--- src/hw/rtl/slbs_pkg.sv ---
// shared types, constants and pattern tables for the status led blink sequencer
package slbs_pkg;

  localparam int unsigned ListDepthDef = 6;

  localparam int unsigned CodeW    = 4;
  localparam int unsigned ReqW     = 3;
  localparam int unsigned StaW     = 4;
  localparam int unsigned TimeW    = 16;
  localparam int unsigned PollW    = 8;
  localparam int unsigned CfgIdxW  = 3;
  localparam int unsigned CfgDataW = 16;
  localparam int unsigned BlinkW   = 3;
  localparam int unsigned KindW    = 3;
  localparam int unsigned ColourW  = 2;
  localparam int unsigned CountW   = 3;

  localparam logic [CodeW-1:0] CodeInit     = 4'd0;
  localparam logic [CodeW-1:0] CodeReady    = 4'd1;
  localparam logic [CodeW-1:0] CodeNoDevice = 4'd9;

  localparam logic [ReqW-1:0] ReqAdd    = 3'd0;
  localparam logic [ReqW-1:0] ReqRemove = 3'd1;
  localparam logic [ReqW-1:0] ReqTick   = 3'd2;
  localparam logic [ReqW-1:0] ReqPoll   = 3'd3;
  localparam logic [ReqW-1:0] ReqQuery  = 3'd4;

  localparam logic [CfgIdxW-1:0] CfgSlow   = 3'd0;
  localparam logic [CfgIdxW-1:0] CfgFast   = 3'd1;
  localparam logic [CfgIdxW-1:0] CfgPause  = 3'd2;
  localparam logic [CfgIdxW-1:0] CfgUnk    = 3'd3;
  localparam logic [CfgIdxW-1:0] CfgDeb    = 3'd4;

  localparam logic [KindW-1:0] KindNone    = 3'd0;
  localparam logic [KindW-1:0] KindSteady  = 3'd1;
  localparam logic [KindW-1:0] KindSlow    = 3'd2;
  localparam logic [KindW-1:0] KindFast    = 3'd3;
  localparam logic [KindW-1:0] KindUnknown = 3'd4;

  localparam logic [ColourW-1:0] ColNone   = 2'd0;
  localparam logic [ColourW-1:0] ColRed    = 2'd1;
  localparam logic [ColourW-1:0] ColYellow = 2'd2;
  localparam logic [ColourW-1:0] ColGreen  = 2'd3;

  typedef enum logic [3:0] {
    OpNone,
    OpLatch,
    OpDrop,
    OpAppend,
    OpRemove,
    OpSnap,
    OpStart,
    OpCount,
    OpAdvance,
    OpPoll,
    OpResult
  } op_e;

  typedef struct packed {
    op_e  op;
    logic nodev;
  } cmd_t;

  typedef struct packed {
    logic [ReqW-1:0] req;
    logic            phase_idle;
    logic            list_empty;
    logic            timer_last;
    logic            round_more;
    logic            poll_hit;
    logic            poll_empty;
  } stat_t;

  function automatic logic [TimeW-1:0] dur(input logic [TimeW-1:0] v);
    return (v == '0) ? TimeW'(1) : v;
  endfunction

  function automatic logic [KindW-1:0] pat_kind(input logic [CodeW-1:0] code);
    logic [KindW-1:0] k;
    case (code)
      4'd0, 4'd3, 4'd4, 4'd6, 4'd7, 4'd8, 4'd11: k = KindSlow;
      4'd5, 4'd13:                               k = KindFast;
      4'd2, 4'd9, 4'd12:                         k = KindSteady;
      4'd14, 4'd15:                              k = KindUnknown;
      default:                                   k = KindNone;
    endcase
    return k;
  endfunction

  function automatic logic [ColourW-1:0] pat_colour(input logic [CodeW-1:0] code);
    logic [ColourW-1:0] c;
    case (code)
      4'd2, 4'd3, 4'd6, 4'd7, 4'd8: c = ColRed;
      4'd4, 4'd9, 4'd11:            c = ColYellow;
      4'd0, 4'd5, 4'd12, 4'd13:     c = ColGreen;
      default:                      c = ColNone;
    endcase
    return c;
  endfunction

  function automatic logic [BlinkW-1:0] pat_count(input logic [CodeW-1:0] code);
    logic [BlinkW-1:0] n;
    case (code)
      4'd0:                     n = 3'd1;
      4'd3, 4'd4, 4'd5:         n = 3'd2;
      4'd6, 4'd11, 4'd13:       n = 3'd3;
      4'd7, 4'd8:               n = 3'd4;
      default:                  n = 3'd0;
    endcase
    return n;
  endfunction

endpackage

--- src/hw/rtl/slbs_req_if.sv ---
// request channel: valid, ready and the request fields
interface slbs_req_if;
  import slbs_pkg::*;

  logic                valid;
  logic                ready;
  logic [ReqW-1:0]     req_type;
  logic [CodeW-1:0]    status_code;
  logic [StaW-1:0]     station_count;

  modport source (output valid, output req_type, output status_code,
                  output station_count, input ready);
  modport sink (input valid, input req_type, input status_code,
                input station_count, output ready);
endinterface

--- src/hw/rtl/slbs_res_if.sv ---
// result channel: valid, ready and the led and status fields
interface slbs_res_if;
  import slbs_pkg::*;

  logic              valid;
  logic              ready;
  logic              red_led;
  logic              ylw_led;
  logic              grn_led;
  logic              code_active;
  logic [CountW-1:0] active_count;

  modport source (output valid, output red_led, output ylw_led, output grn_led,
                  output code_active, output active_count, input ready);
  modport sink (input valid, input red_led, input ylw_led, input grn_led,
                input code_active, input active_count, output ready);
endinterface

--- src/hw/rtl/slbs_ctrl.sv ---
// controller state machine sequencing the datapath steps of one transaction
module slbs_ctrl (
  input  logic            clk_i,
  input  logic            rst_ni,
  input  logic            in_valid_i,
  output logic            in_ready_o,
  output logic            out_valid_o,
  input  logic            out_ready_i,
  output slbs_pkg::cmd_t  cmd_o,
  input  slbs_pkg::stat_t stat_i
);
  import slbs_pkg::*;

  localparam logic [3:0] SIdle    = 4'd0;
  localparam logic [3:0] SDecode  = 4'd1;
  localparam logic [3:0] SDrop    = 4'd2;
  localparam logic [3:0] SAppend  = 4'd3;
  localparam logic [3:0] SRemove  = 4'd4;
  localparam logic [3:0] SSnap    = 4'd5;
  localparam logic [3:0] SStart   = 4'd6;
  localparam logic [3:0] SCount   = 4'd7;
  localparam logic [3:0] SAdvance = 4'd8;
  localparam logic [3:0] SRestart = 4'd9;
  localparam logic [3:0] SPoll    = 4'd10;
  localparam logic [3:0] SCheck   = 4'd11;
  localparam logic [3:0] SResult  = 4'd12;

  logic [3:0] state_q, state_d;
  logic       nodev_q, nodev_d;
  logic       out_valid_q, out_valid_d;

  always_comb begin
    state_d     = state_q;
    nodev_d     = nodev_q;
    out_valid_d = out_valid_q;
    in_ready_o  = 1'b0;
    cmd_o.op    = OpNone;
    cmd_o.nodev = nodev_q;

    if (out_valid_q && out_ready_i) begin
      out_valid_d = 1'b0;
    end

    unique case (state_q)
      SIdle: begin
        in_ready_o = 1'b1;
        if (in_valid_i) begin
          cmd_o.op = OpLatch;
          nodev_d  = 1'b0;
          state_d  = SDecode;
        end
      end
      SDecode: begin
        unique case (stat_i.req)
          ReqAdd:    state_d = SDrop;
          ReqRemove: state_d = SRemove;
          ReqTick:   state_d = stat_i.phase_idle ? SSnap : SCount;
          ReqPoll:   state_d = SPoll;
          default:   state_d = SResult;
        endcase
      end
      SDrop: begin
        cmd_o.op = OpDrop;
        state_d  = SAppend;
      end
      SAppend: begin
        cmd_o.op = OpAppend;
        state_d  = SResult;
      end
      SRemove: begin
        cmd_o.op = OpRemove;
        state_d  = SResult;
      end
      SSnap: begin
        cmd_o.op = OpSnap;
        state_d  = stat_i.list_empty ? SResult : SStart;
      end
      SStart: begin
        cmd_o.op = OpStart;
        state_d  = SCount;
      end
      SCount: begin
        cmd_o.op = OpCount;
        state_d  = stat_i.timer_last ? SAdvance : SResult;
      end
      SAdvance: begin
        cmd_o.op = OpAdvance;
        state_d  = stat_i.round_more ? SRestart : SResult;
      end
      SRestart: begin
        cmd_o.op = OpStart;
        state_d  = SResult;
      end
      SPoll: begin
        cmd_o.op = OpPoll;
        state_d  = SCheck;
      end
      SCheck: begin
        if (stat_i.poll_hit) begin
          nodev_d = 1'b1;
          state_d = stat_i.poll_empty ? SDrop : SRemove;
        end else begin
          state_d = SResult;
        end
      end
      SResult: begin
        if (!out_valid_q || out_ready_i) begin
          cmd_o.op    = OpResult;
          out_valid_d = 1'b1;
          state_d     = SIdle;
        end
      end
      default: state_d = SIdle;
    endcase
  end

  always_ff @(posedge clk_i or negedge rst_ni) begin
    if (!rst_ni) begin
      state_q     <= SIdle;
      nodev_q     <= 1'b0;
      out_valid_q <= 1'b0;
    end else begin
      state_q     <= state_d;
      nodev_q     <= nodev_d;
      out_valid_q <= out_valid_d;
    end
  end

  assign out_valid_o = out_valid_q;

endmodule

--- src/hw/rtl/slbs_dpath.sv ---
// datapath: status list, round snapshot, pattern timing, poll debounce, result register
module slbs_dpath #(
  parameter int unsigned ListDepth = slbs_pkg::ListDepthDef
) (
  input  logic                           clk_i,
  input  logic                           rst_ni,
  input  slbs_pkg::cmd_t                 cmd_i,
  output slbs_pkg::stat_t                stat_o,
  input  logic [slbs_pkg::ReqW-1:0]      req_type_i,
  input  logic [slbs_pkg::CodeW-1:0]     status_code_i,
  input  logic [slbs_pkg::StaW-1:0]      station_count_i,
  input  logic                           cfg_we_i,
  input  logic [slbs_pkg::CfgIdxW-1:0]   cfg_idx_i,
  input  logic [slbs_pkg::CfgDataW-1:0]  cfg_data_i,
  output logic                           red_led_o,
  output logic                           ylw_led_o,
  output logic                           grn_led_o,
  output logic                           code_active_o,
  output logic [slbs_pkg::CountW-1:0]    active_count_o
);
  import slbs_pkg::*;

  localparam int unsigned CntW = $clog2(ListDepth + 1);
  localparam int unsigned IdxW = (ListDepth > 1) ? $clog2(ListDepth) : 1;

  localparam logic [2:0] PhIdle  = 3'd0;
  localparam logic [2:0] PhOn    = 3'd1;
  localparam logic [2:0] PhOff   = 3'd2;
  localparam logic [2:0] PhWait  = 3'd3;
  localparam logic [2:0] PhPause = 3'd4;

  // latched transaction
  logic [ReqW-1:0]  req_q;
  logic [CodeW-1:0] code_q;
  logic [StaW-1:0]  sta_q;

  // timing registers
  logic [TimeW-1:0] slow_q, fast_q, pause_q, unk_q;
  logic [PollW-1:0] deb_q;

  logic [CodeW-1:0] list_q [ListDepth];
  logic [CodeW-1:0] list_d [ListDepth];
  logic [CntW-1:0]  cnt_q, cnt_d;
  logic [CodeW-1:0] copy_q [ListDepth];
  logic [CodeW-1:0] copy_d [ListDepth];
  logic [CntW-1:0]  rcnt_q, rcnt_d;
  logic [CntW-1:0]  ridx_q, ridx_d;
  logic [2:0]       phase_q, phase_d;
  logic [BlinkW-1:0] blinks_q, blinks_d;
  logic [TimeW-1:0] timer_q, timer_d;
  logic [PollW-1:0] erun_q, erun_d, prun_q, prun_d;

  logic             red_q, ylw_q, grn_q, active_q;
  logic [CountW-1:0] count_q;

  logic [CodeW-1:0] op_code, tgt_code, cur_code;
  logic [ListDepth-1:0] match_tgt, match_req, match_nd;
  logic [IdxW-1:0]  tgt_pos;
  logic             tgt_found;
  logic [KindW-1:0] cur_kind;
  logic [TimeW-1:0] half;
  logic [2:0]       start_phase;
  logic [BlinkW-1:0] start_blinks;
  logic [TimeW-1:0] start_timer;
  logic [CntW-1:0]  next_idx;
  logic             more;
  logic [BlinkW-1:0] blinks_dec;
  logic [ColourW-1:0] lit;

  always_comb begin
    op_code  = cmd_i.nodev ? CodeNoDevice : code_q;
    tgt_code = (cmd_i.op == OpDrop) ? CodeReady : op_code;
  end

  // compare every live entry against the codes of interest
  always_comb begin
    tgt_pos = '0;
    for (int i = 0; i < ListDepth; i++) begin
      match_tgt[i] = (CntW'(i) < cnt_q) && (list_q[i] == tgt_code);
      match_req[i] = (CntW'(i) < cnt_q) && (list_q[i] == code_q);
      match_nd[i]  = (CntW'(i) < cnt_q) && (list_q[i] == CodeNoDevice);
    end
    for (int i = ListDepth - 1; i >= 0; i--) begin
      if (match_tgt[i]) begin
        tgt_pos = IdxW'(i);
      end
    end
    tgt_found = |match_tgt;
  end

  always_comb begin
    cur_code = (ridx_q < CntW'(ListDepth)) ? copy_q[ridx_q[IdxW-1:0]] : CodeInit;
    cur_kind = pat_kind(cur_code);
    half     = dur((cur_kind == KindFast) ? fast_q : slow_q);

    start_phase  = PhPause;
    start_blinks = blinks_q;
    start_timer  = dur(pause_q);
    if (cur_kind == KindSlow || cur_kind == KindFast) begin
      start_phase  = PhOn;
      start_blinks = pat_count(cur_code);
      start_timer  = half;
    end else if (cur_kind == KindUnknown) begin
      start_phase = PhWait;
      start_timer = dur(unk_q);
    end

    next_idx   = ridx_q + CntW'(1);
    more       = (next_idx < rcnt_q) && (next_idx < CntW'(ListDepth));
    blinks_dec = (blinks_q != '0) ? blinks_q - BlinkW'(1) : '0;

    lit = ColNone;
    if (phase_q == PhOn || (phase_q == PhPause && cur_kind == KindSteady)) begin
      lit = pat_colour(cur_code);
    end
  end

  always_comb begin
    stat_o.req        = req_q;
    stat_o.phase_idle = (phase_q == PhIdle);
    stat_o.list_empty = (cnt_q == '0);
    stat_o.timer_last = (timer_q <= TimeW'(1));
    stat_o.round_more = (phase_q == PhPause) && more;
    stat_o.poll_empty = (sta_q == '0);
    stat_o.poll_hit   = (sta_q == '0) ? (erun_q >= deb_q) : (prun_q >= deb_q);
  end

  always_comb begin
    list_d   = list_q;
    cnt_d    = cnt_q;
    copy_d   = copy_q;
    rcnt_d   = rcnt_q;
    ridx_d   = ridx_q;
    phase_d  = phase_q;
    blinks_d = blinks_q;
    timer_d  = timer_q;
    erun_d   = erun_q;
    prun_d   = prun_q;

    unique case (cmd_i.op)
      OpDrop, OpRemove: begin
        if (tgt_found && (cmd_i.op == OpRemove || op_code != CodeReady)) begin
          for (int j = 0; j < ListDepth - 1; j++) begin
            if (IdxW'(j) >= tgt_pos && CntW'(j + 1) < cnt_q) begin
              list_d[j] = list_q[j + 1];
            end
          end
          cnt_d = cnt_q - CntW'(1);
        end
      end
      OpAppend: begin
        if (!tgt_found && cnt_q < CntW'(ListDepth)) begin
          list_d[cnt_q[IdxW-1:0]] = op_code;
          cnt_d = cnt_q + CntW'(1);
        end
      end
      OpSnap: begin
        ridx_d = '0;
        if (|match_nd) begin
          copy_d[0] = CodeNoDevice;
          rcnt_d    = CntW'(1);
        end else begin
          copy_d = list_q;
          rcnt_d = cnt_q;
        end
      end
      OpStart: begin
        phase_d  = start_phase;
        blinks_d = start_blinks;
        timer_d  = start_timer;
      end
      OpCount: begin
        if (timer_q != '0) begin
          timer_d = timer_q - TimeW'(1);
        end
      end
      OpAdvance: begin
        unique case (phase_q)
          PhOn: begin
            phase_d = PhOff;
            timer_d = half;
          end
          PhOff: begin
            blinks_d = blinks_dec;
            if (blinks_dec != '0) begin
              phase_d = PhOn;
              timer_d = half;
            end else begin
              phase_d = PhPause;
              timer_d = dur(pause_q);
            end
          end
          PhWait: begin
            phase_d = PhPause;
            timer_d = dur(pause_q);
          end
          PhPause: begin
            ridx_d = next_idx;
            if (!more) begin
              phase_d = PhIdle;
              timer_d = '0;
            end
          end
          default: begin
            phase_d = PhIdle;
            timer_d = '0;
          end
        endcase
      end
      OpPoll: begin
        if (sta_q == '0) begin
          if (erun_q != '1) begin
            erun_d = erun_q + PollW'(1);
          end
          prun_d = '0;
        end else begin
          if (prun_q != '1) begin
            prun_d = prun_q + PollW'(1);
          end
          erun_d = '0;
        end
      end
      OpNone, OpLatch, OpResult: begin
      end
      default: begin
      end
    endcase
  end

  always_ff @(posedge clk_i or negedge rst_ni) begin
    if (!rst_ni) begin
      slow_q   <= TimeW'(500);
      fast_q   <= TimeW'(100);
      pause_q  <= TimeW'(1500);
      unk_q    <= TimeW'(2000);
      deb_q    <= PollW'(2);
      for (int i = 0; i < ListDepth; i++) begin
        list_q[i] <= CodeInit;
      end
      cnt_q    <= CntW'(1);
      rcnt_q   <= '0;
      ridx_q   <= '0;
      phase_q  <= PhIdle;
      blinks_q <= '0;
      timer_q  <= '0;
      erun_q   <= '0;
      prun_q   <= '0;
    end else begin
      if (cfg_we_i) begin
        unique case (cfg_idx_i)
          CfgSlow:  slow_q  <= cfg_data_i;
          CfgFast:  fast_q  <= cfg_data_i;
          CfgPause: pause_q <= cfg_data_i;
          CfgUnk:   unk_q   <= cfg_data_i;
          CfgDeb:   deb_q   <= cfg_data_i[PollW-1:0];
          default: begin
          end
        endcase
      end
      list_q   <= list_d;
      cnt_q    <= cnt_d;
      rcnt_q   <= rcnt_d;
      ridx_q   <= ridx_d;
      phase_q  <= phase_d;
      blinks_q <= blinks_d;
      timer_q  <= timer_d;
      erun_q   <= erun_d;
      prun_q   <= prun_d;
    end
  end

  // payload registers
  always_ff @(posedge clk_i) begin
    copy_q <= copy_d;
    if (cmd_i.op == OpLatch) begin
      req_q  <= req_type_i;
      code_q <= status_code_i;
      sta_q  <= station_count_i;
    end
    if (cmd_i.op == OpResult) begin
      red_q    <= (lit == ColRed);
      ylw_q    <= (lit == ColYellow);
      grn_q    <= (lit == ColGreen);
      active_q <= |match_req;
      count_q  <= CountW'(cnt_q);
    end
  end

  assign red_led_o      = red_q;
  assign ylw_led_o      = ylw_q;
  assign grn_led_o      = grn_q;
  assign code_active_o  = active_q;
  assign active_count_o = count_q;

endmodule

--- src/hw/rtl/status_led_blink_sequencer_core.sv ---
// top level of the status led blink sequencer
// an accepted transaction reaches its result as the controller walks list edits, the
// round snapshot and the pattern timer step by step
// one transaction at a time: the next is accepted on the cycle after
// the result is registered, even while that result still waits to be taken
// reset: list holds the initialising code only, timings at their defaults
module status_led_blink_sequencer_core #(
  parameter int unsigned ListDepth = slbs_pkg::ListDepthDef
) (
  input  logic                          clk_i,
  input  logic                          rst_ni,
  slbs_req_if.sink                      req_i,
  slbs_res_if.source                    res_o,
  input  logic                          cfg_we_i,
  input  logic [slbs_pkg::CfgIdxW-1:0]  cfg_idx_i,
  input  logic [slbs_pkg::CfgDataW-1:0] cfg_data_i
);
  import slbs_pkg::*;

  cmd_t  cmd;
  stat_t stat;

  slbs_ctrl u_ctrl (
    .clk_i       (clk_i),
    .rst_ni      (rst_ni),
    .in_valid_i  (req_i.valid),
    .in_ready_o  (req_i.ready),
    .out_valid_o (res_o.valid),
    .out_ready_i (res_o.ready),
    .cmd_o       (cmd),
    .stat_i      (stat)
  );

  slbs_dpath #(
    .ListDepth (ListDepth)
  ) u_dpath (
    .clk_i           (clk_i),
    .rst_ni          (rst_ni),
    .cmd_i           (cmd),
    .stat_o          (stat),
    .req_type_i      (req_i.req_type),
    .status_code_i   (req_i.status_code),
    .station_count_i (req_i.station_count),
    .cfg_we_i        (cfg_we_i),
    .cfg_idx_i       (cfg_idx_i),
    .cfg_data_i      (cfg_data_i),
    .red_led_o       (res_o.red_led),
    .ylw_led_o       (res_o.ylw_led),
    .grn_led_o       (res_o.grn_led),
    .code_active_o   (res_o.code_active),
    .active_count_o  (res_o.active_count)
  );

endmodule

--- src/flat_wrapper.sv ---
// flat-port wrapper written by rule: the top's interface ports become plain ports
module status_led_blink_sequencer_core_flat import slbs_pkg::*;
#(
  parameter int unsigned ListDepth = slbs_pkg::ListDepthDef
)
  (clk_i, rst_ni, cfg_we_i, cfg_idx_i, cfg_data_i, req_i_valid, req_i_req_type, req_i_status_code, req_i_station_count, req_i_ready, res_o_valid, res_o_red_led, res_o_ylw_led, res_o_grn_led, res_o_code_active, res_o_active_count, res_o_ready);
  slbs_req_if req_i_i ();
  slbs_res_if res_o_i ();
  input  logic clk_i;
  input  logic rst_ni;
  input  logic cfg_we_i;
  input  logic [slbs_pkg::CfgIdxW-1:0] cfg_idx_i;
  input  logic [slbs_pkg::CfgDataW-1:0] cfg_data_i;
  input wire logic [$bits(req_i_i.valid)-1:0] req_i_valid;
  input wire logic [$bits(req_i_i.req_type)-1:0] req_i_req_type;
  input wire logic [$bits(req_i_i.status_code)-1:0] req_i_status_code;
  input wire logic [$bits(req_i_i.station_count)-1:0] req_i_station_count;
  output wire logic [$bits(req_i_i.ready)-1:0] req_i_ready;
  output wire logic [$bits(res_o_i.valid)-1:0] res_o_valid;
  output wire logic [$bits(res_o_i.red_led)-1:0] res_o_red_led;
  output wire logic [$bits(res_o_i.ylw_led)-1:0] res_o_ylw_led;
  output wire logic [$bits(res_o_i.grn_led)-1:0] res_o_grn_led;
  output wire logic [$bits(res_o_i.code_active)-1:0] res_o_code_active;
  output wire logic [$bits(res_o_i.active_count)-1:0] res_o_active_count;
  input wire logic [$bits(res_o_i.ready)-1:0] res_o_ready;
  assign req_i_i.valid = req_i_valid;
  assign req_i_i.req_type = req_i_req_type;
  assign req_i_i.status_code = req_i_status_code;
  assign req_i_i.station_count = req_i_station_count;
  assign req_i_ready = req_i_i.ready;
  assign res_o_valid = res_o_i.valid;
  assign res_o_red_led = res_o_i.red_led;
  assign res_o_ylw_led = res_o_i.ylw_led;
  assign res_o_grn_led = res_o_i.grn_led;
  assign res_o_code_active = res_o_i.code_active;
  assign res_o_active_count = res_o_i.active_count;
  assign res_o_i.ready = res_o_ready;
  status_led_blink_sequencer_core #(.ListDepth(ListDepth)) u_core (.clk_i(clk_i), .rst_ni(rst_ni), .req_i(req_i_i), .res_o(res_o_i), .cfg_we_i(cfg_we_i), .cfg_idx_i(cfg_idx_i), .cfg_data_i(cfg_data_i));
endmodule
--- config.mk ---
export PLATFORM = sky130hd
export DESIGN_NAME = status_led_blink_sequencer_core_flat
export DESIGN_NICKNAME = d
export VERILOG_FILES = /design/src/hw/rtl/slbs_pkg.sv /design/src/hw/rtl/slbs_req_if.sv /design/src/hw/rtl/slbs_res_if.sv /design/src/hw/rtl/slbs_ctrl.sv /design/src/hw/rtl/slbs_dpath.sv /design/src/hw/rtl/status_led_blink_sequencer_core.sv /design/src/flat_wrapper.sv
export SDC_FILE = /design/constraint.sdc
export NUM_CORES = 1
export LEC_CHECK = 0
export ABC_CLOCK_PERIOD_IN_PS = 5200
export BUFFER_PORTS_ARGS = -buffer_cell sky130_fd_sc_hd__buf_2
export CAP_MARGIN = 20
export CORE_MARGIN = 1
export CORE_UTILIZATION = 40
export DETAILED_ROUTE_END_ITERATION = 10
export PLACE_DENSITY = 0.66
export SYNTH_ARGS = -nofsm -noshare
export SYNTH_HDL_FRONTEND = slang
export SYNTH_SLANG_ARGS = --single-unit
--- constraint.sdc ---
create_clock -name clk_i -period 5.2 [get_ports clk_i]
set_input_delay 0 -clock clk_i [delete_from_list [all_inputs] [get_ports clk_i]]
set_output_delay 0 -clock clk_i [all_outputs]
set_load 0.005 [all_outputs]
==> metrics.yaml, run 1 <==
status: "complete, no violations"
skew_ns: 0.0123
critical_path.max_stage_delay_ns: 0.72
grt_max_degree: 71
cp-end-kind: "flop"
path_delay_family: "compound AO/OA/AOI/OAI gates"
postLayoutCoreUtil_pct: 46.9
synth-async-reset-ratio_pct: 78.0
yosys.area.top_type_share_pct: 28.8
antenna_found_initial: 0
layout_common_cells: "dfrtp_1 (125), mux2_2 (94), o21ai_0 (76)"
ctsResizeCount: 0
rsz0062_at_grt: "no"
cp.buffers_inverters: 1
hold_class: "in2async"
post-route-period-util_pct: 74.7
relSlewSlack_pct: 22.0
cts.path.max_buffers: 2
die-area_sq_um: 27800
first_global_vias: 8121
grt_usage_pct: 19.9
antenna_cells: 0
grt_pass1_wl_um: 43800
start_util_pct: 41.3
cts_sinks: 191
synth_cell_types: 70
ys_warn_count: 0
wire_per_inst_um: 18.5
crit_type: "reg2reg"
dr.pass1.iters: 5
netlist_instances: 1035
vias_per_cell: 5.75
cts_buffers: 17
worstMarginPinSlew_ns: 1.17
num_vias: 8294
r2r-start: "u_core.u_dpath.cnt_q[1]"
place.gp.congestion: 0.913
reg2reg_slack_ns: 1.32
htree_levels: 4
crit_arrival_ns: 4.21
cts.clk_slew.worst_paths_ns: 0.07
routed_wl_um: 26700
setup_violations: 0
fin_setup_tns_ns: 0
max_freq_mhz: 257
r2r-end: "u_core.u_dpath.list_q[13]"
crit_path_cell_trace: "inv_1 -> ha_1 -> o21bai_1 -> nand3_1 -> nor4_1 -> or3_1 -> o221ai_2 -> a22oi_1 -> mux2_2"
fin_nets: 1163
cts_root_buf: "clkbuf_16"
synth_fp_nets: 1104
netlist_area_sq_um: 10900
ys_ff_latch: 191
clk_latency_ns: 0.44
synth-edff-count: 42
worstPathMaxFanout: 13
synth_ff_type: "dfrtp_1"
drc_errors: 0
ant_nets: 0
finalHoldViolCount: 0
hpwl_um: 19000
cp-start-kind: "flop"
maxSlewViolCount: 0
drive_above_1_share_pct: 21.0
cap_violations: 0
power_density_nw_per_um2: 497
ys_top_cells_by_area: "dfrtp_1 (29%), edfxtp_1 (12%), mux2_2 (9.7%), dfstp_2 (5.8%), ha_1 (3.9%)"
tritoncts: "yes"
postSynthAreaPerCell_sq_um: 10.5
required_ns: 5.52
vdd_drop_max_uv: 255
p_leak_nw: 5.06
grt_overflow_total: 0
layout_commonest_cell: "dfrtp_1"
port_buffers: 43
io_pins: 44
core_sq_um: 26400
cpMaxStageDelayCell: "dfrtp_1"
finalCriticalPeriod_ns: 3.88
reg2regPathDepth: 9
areaGrowthSynthToFinish_pct: 13.6
seq_area_frac_synth_pct: 46.2
num_rows: 59
drt-initial-drc-count: 742
synth_top_cell_by_area: "dfrtp_1"
die_x_um: 167
fillCellCount: 2419
dieHeight_um: 167
-- where the power goes --
group	switching [mW]	internal [mW]	leakage, nW	total [mW]
Clock	0.636	0.707	0.291	1.34
Combinational	1.36	1.09	2.54	2.45
Sequential	0.433	1.91	2.23	2.35
Total	2.43	3.71	5.06	6.14
-- routing by layer --
| metal | share of wire, % | track usage [%] | vias up |
|---|---|---|---|
| met3 | 5.1 | 3.18 | 41 |
| met1 | 47 | 27.6 | 4107 |
| met4 | 2.3 | 7.53 | 0 |
| met2 | 46 | 31.2 | 207 |
| li1 | - | - | 3939 |
| met5 | 0 | 0 | - |
-- what timing repair did --
action | 4_1_cts | 5_1_grt
setup endpoints to repair | 0 | 0
buffers inserted | 0 | 0
hold endpoints to repair | 118 | 0
hold buffers | 30 | 0
-- worst register-to-register path, cell delays in order, from the launching register on --
cell      delay, ns
dfrtp_1        0.72
inv_1          0.25
ha_1           0.25
o21bai_1       0.44
nand3_1        0.18
nor4_1         0.43
or3_1          0.39
o221ai_2       0.27
a22oi_1        0.45
mux2_2         0.39
-- cell families (layout without fill, tap and decap cells) --
logic type / count (synthesis) / after routing / share of synthesized area (%)
AND/OR/NAND/NOR: 329 / 329 / 15.6
AO/OA/AOI/OAI: 224 / 224 / 14.2
XOR/XNOR: 64 / 64 / 5.16
adder cells (fa/ha/maj): 34 / 34 / 3.91
multiplexers: 116 / 116 / 12.2
flip-flops: 191 / 191 / 46.2
buffers and inverters: 77 / 149 / 2.78
-- area by class of cell --
class / instances / area [sq um] / share of cell area (%)
clock buffers: 18 / 450 / 3.65
clock inverters: 14 / 149 / 1.21
inverters: 31 / 116 / 0.942
multi-input cells: 767 / 5570 / 45.1
flip-flops and latches: 191 / 5020 / 40.6
well taps: 335 / 419 / 3.39
repair buffers: 86 / 624 / 5.05
-- flip-flops by register name (all words and copies together) (netlist names), 8 cells and up --
name / cells
u_core.u_dpath.erun_q: 8
u_core.u_dpath.list_q: 24
u_core.u_dpath.timer_q: 16
u_core.u_dpath.prun_q: 8
u_core.u_dpath.fast_q: 16
u_core.u_dpath.copy_q: 24
u_core.u_dpath.unk_q: 16
u_core.u_dpath.slow_q: 16
u_core.u_dpath.deb_q: 8
u_core.u_dpath.pause_q: 16
-- cell usage after synthesis (5+ instances only) --
cell / instances
o22a_1: 13
or2_2: 6
nor4_1: 27
clkbuf_1: 31
nand2_1: 74
edfxtp_1: 42
a22o_1: 7
and2_1: 8
nor3_1: 27
mux2_2: 94
nor2_1: 68
inv_1: 30
nand4_1: 8
or3_1: 15
dfrtp_1: 125
ha_1: 34
nor3b_1: 6
dfstp_2: 24
o21ai_0: 76
a21oi_1: 30
a22oi_1: 7
nand3_1: 26
o211ai_1: 14
xnor2_1: 27
a221o_1: 12
a21o_1: 10
buf_2: 11
xor2_1: 37
mux2i_1: 18
a31oi_1: 6
o22ai_1: 5
or4_1: 5
nor2b_1: 20
nand2b_1: 22
-- worst max path at each step --
| stage | startpoint | end | slack (ns) | cells past startpoint |
|---|---|---|---|---|
| global route | u_core.u_ctrl.state_q[2] | u_core.u_dpath.timer_q[6] | 0.98 | 9 |
| global placement | u_core.u_dpath.ridx_q[0] | u_core.u_dpath.timer_q[0] | 1.28 | 7 |
| detailed placement | u_core.u_dpath.ridx_q[0] | u_core.u_dpath.timer_q[6] | 1.41 | 9 |
| CTS | u_core.u_ctrl.state_q[2] | u_core.u_dpath.timer_q[14] | 1.37 | 9 |
| finish | u_core.u_dpath.cnt_q[1] | u_core.u_dpath.list_q[13] | 1.32 | 9 |
| floorplan | u_core.u_dpath.ridx_q[0] | u_core.u_dpath.timer_q[11] | 1.88 | 11 |
-- metrics by stage --
step,hold WS [ns],power [mW],setup WS (ns),instance area [sq um],instances
after global routing,0.0516,6.55,0.976,12400,1442
after detailed placement,-0.0834,4.78,1.41,11400,1378
final,0.0166,6.14,1.32,12400,1442
after global placement,-0.0806,4.71,1.28,11400,1377
after CTS,0.0272,6.14,1.37,12300,1440
after floorplan,-0.296,4.09,1.88,10900,1035
Power figures use the tool's default switching activity.
==> run 2: changes to the inputs <==
- ABC_CLOCK_PERIOD_IN_PS: 5200 -> 3800
- clock period: 5.2 -> 3.8 ns (I/O delays scaled with it)
==> run 2 against run 1 <==
  * Total power grew 40%
  * Sequential power grew 31%
  * Cell area grew 2.6%
  * Fmax grew 8.7%
==> metrics.yaml, run 2 (synthesis results as in run 1) <==
place.gp.congestion: 0.909
globalRouteMet3Util_pct: 2.97
post_cts_buffers: 0
cp-start-kind: "flop"
first_global_vias: 8303
crit_path_cell_trace: "nor4b_2 -> buf_4 -> nor2_1 -> xor2_1 -> nor4_1 -> or3b_1 -> o221ai_2 -> a221oi_4 -> mux2_2"
start_util_pct: 41.3
htree_levels: 4
grt_overflow_total: 0
antenna_cells: 0
num_rows: 59
dieHeight_um: 167
grt_max_degree: 96
routed_wl_um: 27200
layout_commonest_cell: "dfrtp_1"
fin_nets: 1204
worstMarginPinSlew_ns: 0.970
critical_path.max_stage_delay_ns: 0.75
port_buffers: 43
cpMaxStageDelayCell: "nor4_1"
finalHoldViolCount: 0
core_sq_um: 26400
crit_type: "reg2reg"
largest_registers: "u_core.u_dpath.copy_q x24, u_core.u_dpath.list_q x24"
die_x_um: 167
cts.path.max_buffers: 2
hpwl_um: 19600
antenna_found_initial: 0
grt_util_met2_pct: 32.3
drive_above_1_share_pct: 24.0
relSlewSlack_pct: 35.3
setup_violations: 0
status: "complete, no violations"
cp-end-kind: "flop"
finalCriticalPeriod_ns: 3.57
vias_per_cell: 5.68
post-place-ws_ns: 0.353
drt-initial-drc-count: 659
layout_common_cells: "dfrtp_1 (125), mux2_2 (94), o21ai_0 (76)"
total_power_mw: 8.57
cts_root_buf: "clkbuf_16"
hold_class: "in2reg"
fillCellCount: 2377
required_ns: 4.13
wire_per_inst_um: 18.4
top_usage_layer: "met2"
clk_latency_ns: 0.44
drc_errors: 0
maxSlewViolCount: 0
setup_ws_ns: 0.225
dr.pass1.iters: 5
grt_usage_pct: 20.2
max_freq_mhz: 280
hold_ws_ns: 0.0572
vdd_drop_max_uv: 345
num_vias: 8425
skew_ns: 0.0106
rsz0062_at_grt: "no"
tritoncts: "yes"
grt_pass1_wl_um: 44600
cts.clk_slew.worst_paths_ns: 0.07
ant_nets: 0
fin_setup_tns_ns: 0
cts_sinks: 191
power_density_nw_per_um2: 676
place_inst: 1421
cts_buffers: 17
cap_violations: 0
crit_arrival_ns: 3.90
worstPathMaxFanout: 16
die-area_sq_um: 27800
fin_cells: 1483
io_pins: 44
p_leak_nw: 5.27
areaGrowthSynthToFinish_pct: 16.6
post-route-period-util_pct: 94.1
gr-usage-met1_pct: 28.3
## run 2: cell types whose count changed in the layout (fill, tap and decap cells not counted), sizes merged
cell and delta:
clkbuf +1, inv +2, buf +41, clkinv -2, bufinv -1
## run 2: where the power goes
part           total (mW)  leakage (nW)  internal, mW  switching, mW
clock network        1.82         0.290         0.933          0.888
registers            3.07          2.23          2.62          0.451
logic                3.68          2.75          1.63           2.04
total                8.57          5.27          5.19           3.38
## run 2: area by class of cell
class | instances | area, sq um | share of cell area [%]
well taps | 335 | 419 | 3.31
multi-input cells | 767 | 5580 | 44.0
repair buffers | 127 | 940 | 7.41
flip-flops and latches | 191 | 5020 | 39.6
clock buffers | 19 | 464 | 3.66
clock inverters | 13 | 139 | 1.10
inverters | 31 | 116 | 0.918
## run 2: worst paths after layout
kind / start / endpoint / slack, ns / cells past startpoint
min in group asynchronous: rst_ni / u_core.u_dpath.list_q[16] / 0.20 / 2
min reg2reg: u_core.u_dpath.fast_q[0] / u_core.u_dpath.fast_q[0] / 0.52 / 1
min: cfg_idx_i[2] / u_core.u_dpath.deb_q[1] / 0.06 / 6
max: u_core.u_ctrl.state_q[1] / u_core.u_dpath.list_q[10] / 0.23 / 9
max reg2reg: u_core.u_ctrl.state_q[1] / u_core.u_dpath.list_q[10] / 0.23 / 9
max in group asynchronous: rst_ni / u_core.u_dpath.slow_q[7] / 2.74 / 3
## run 2: routing by layer
metal / vias to the layer above / part of all wire (%)
met1: 4126 / 46
met3: 50 / 5.2
met4: 0 / 1.9
met5: - / 0
met2: 236 / 46
li1: 4013 / -
## run 2: critical path: cells and delay by family (launching register included)
kind                      cells  cell delay (ns)
DFF                           1             0.42
AOI/OAI and AO/OA             2             0.64
and+or+nand+nor               4             1.69
muxes                         1             0.38
xor gates and xnor gates      1             0.13
buffers and inverters         1             0.19
## run 2: timing repair
item                       4_1_cts  5_1_grt
hold endpoints to repair       165        0
setup endpoints to repair        0        8
hold buffers                    30        0
resized for setup                0        1
## run 2: through the flow
stage | util [%] | area [sq um]
6_report | 48.1 | 12700
3_3_place_gp | 44.6 | 11800
4_1_cts | 48.1 | 12700
3_5_place_dp | 44.7 | 11800
5_1_grt | 48.1 | 12700
2_1_floorplan | - | 10900
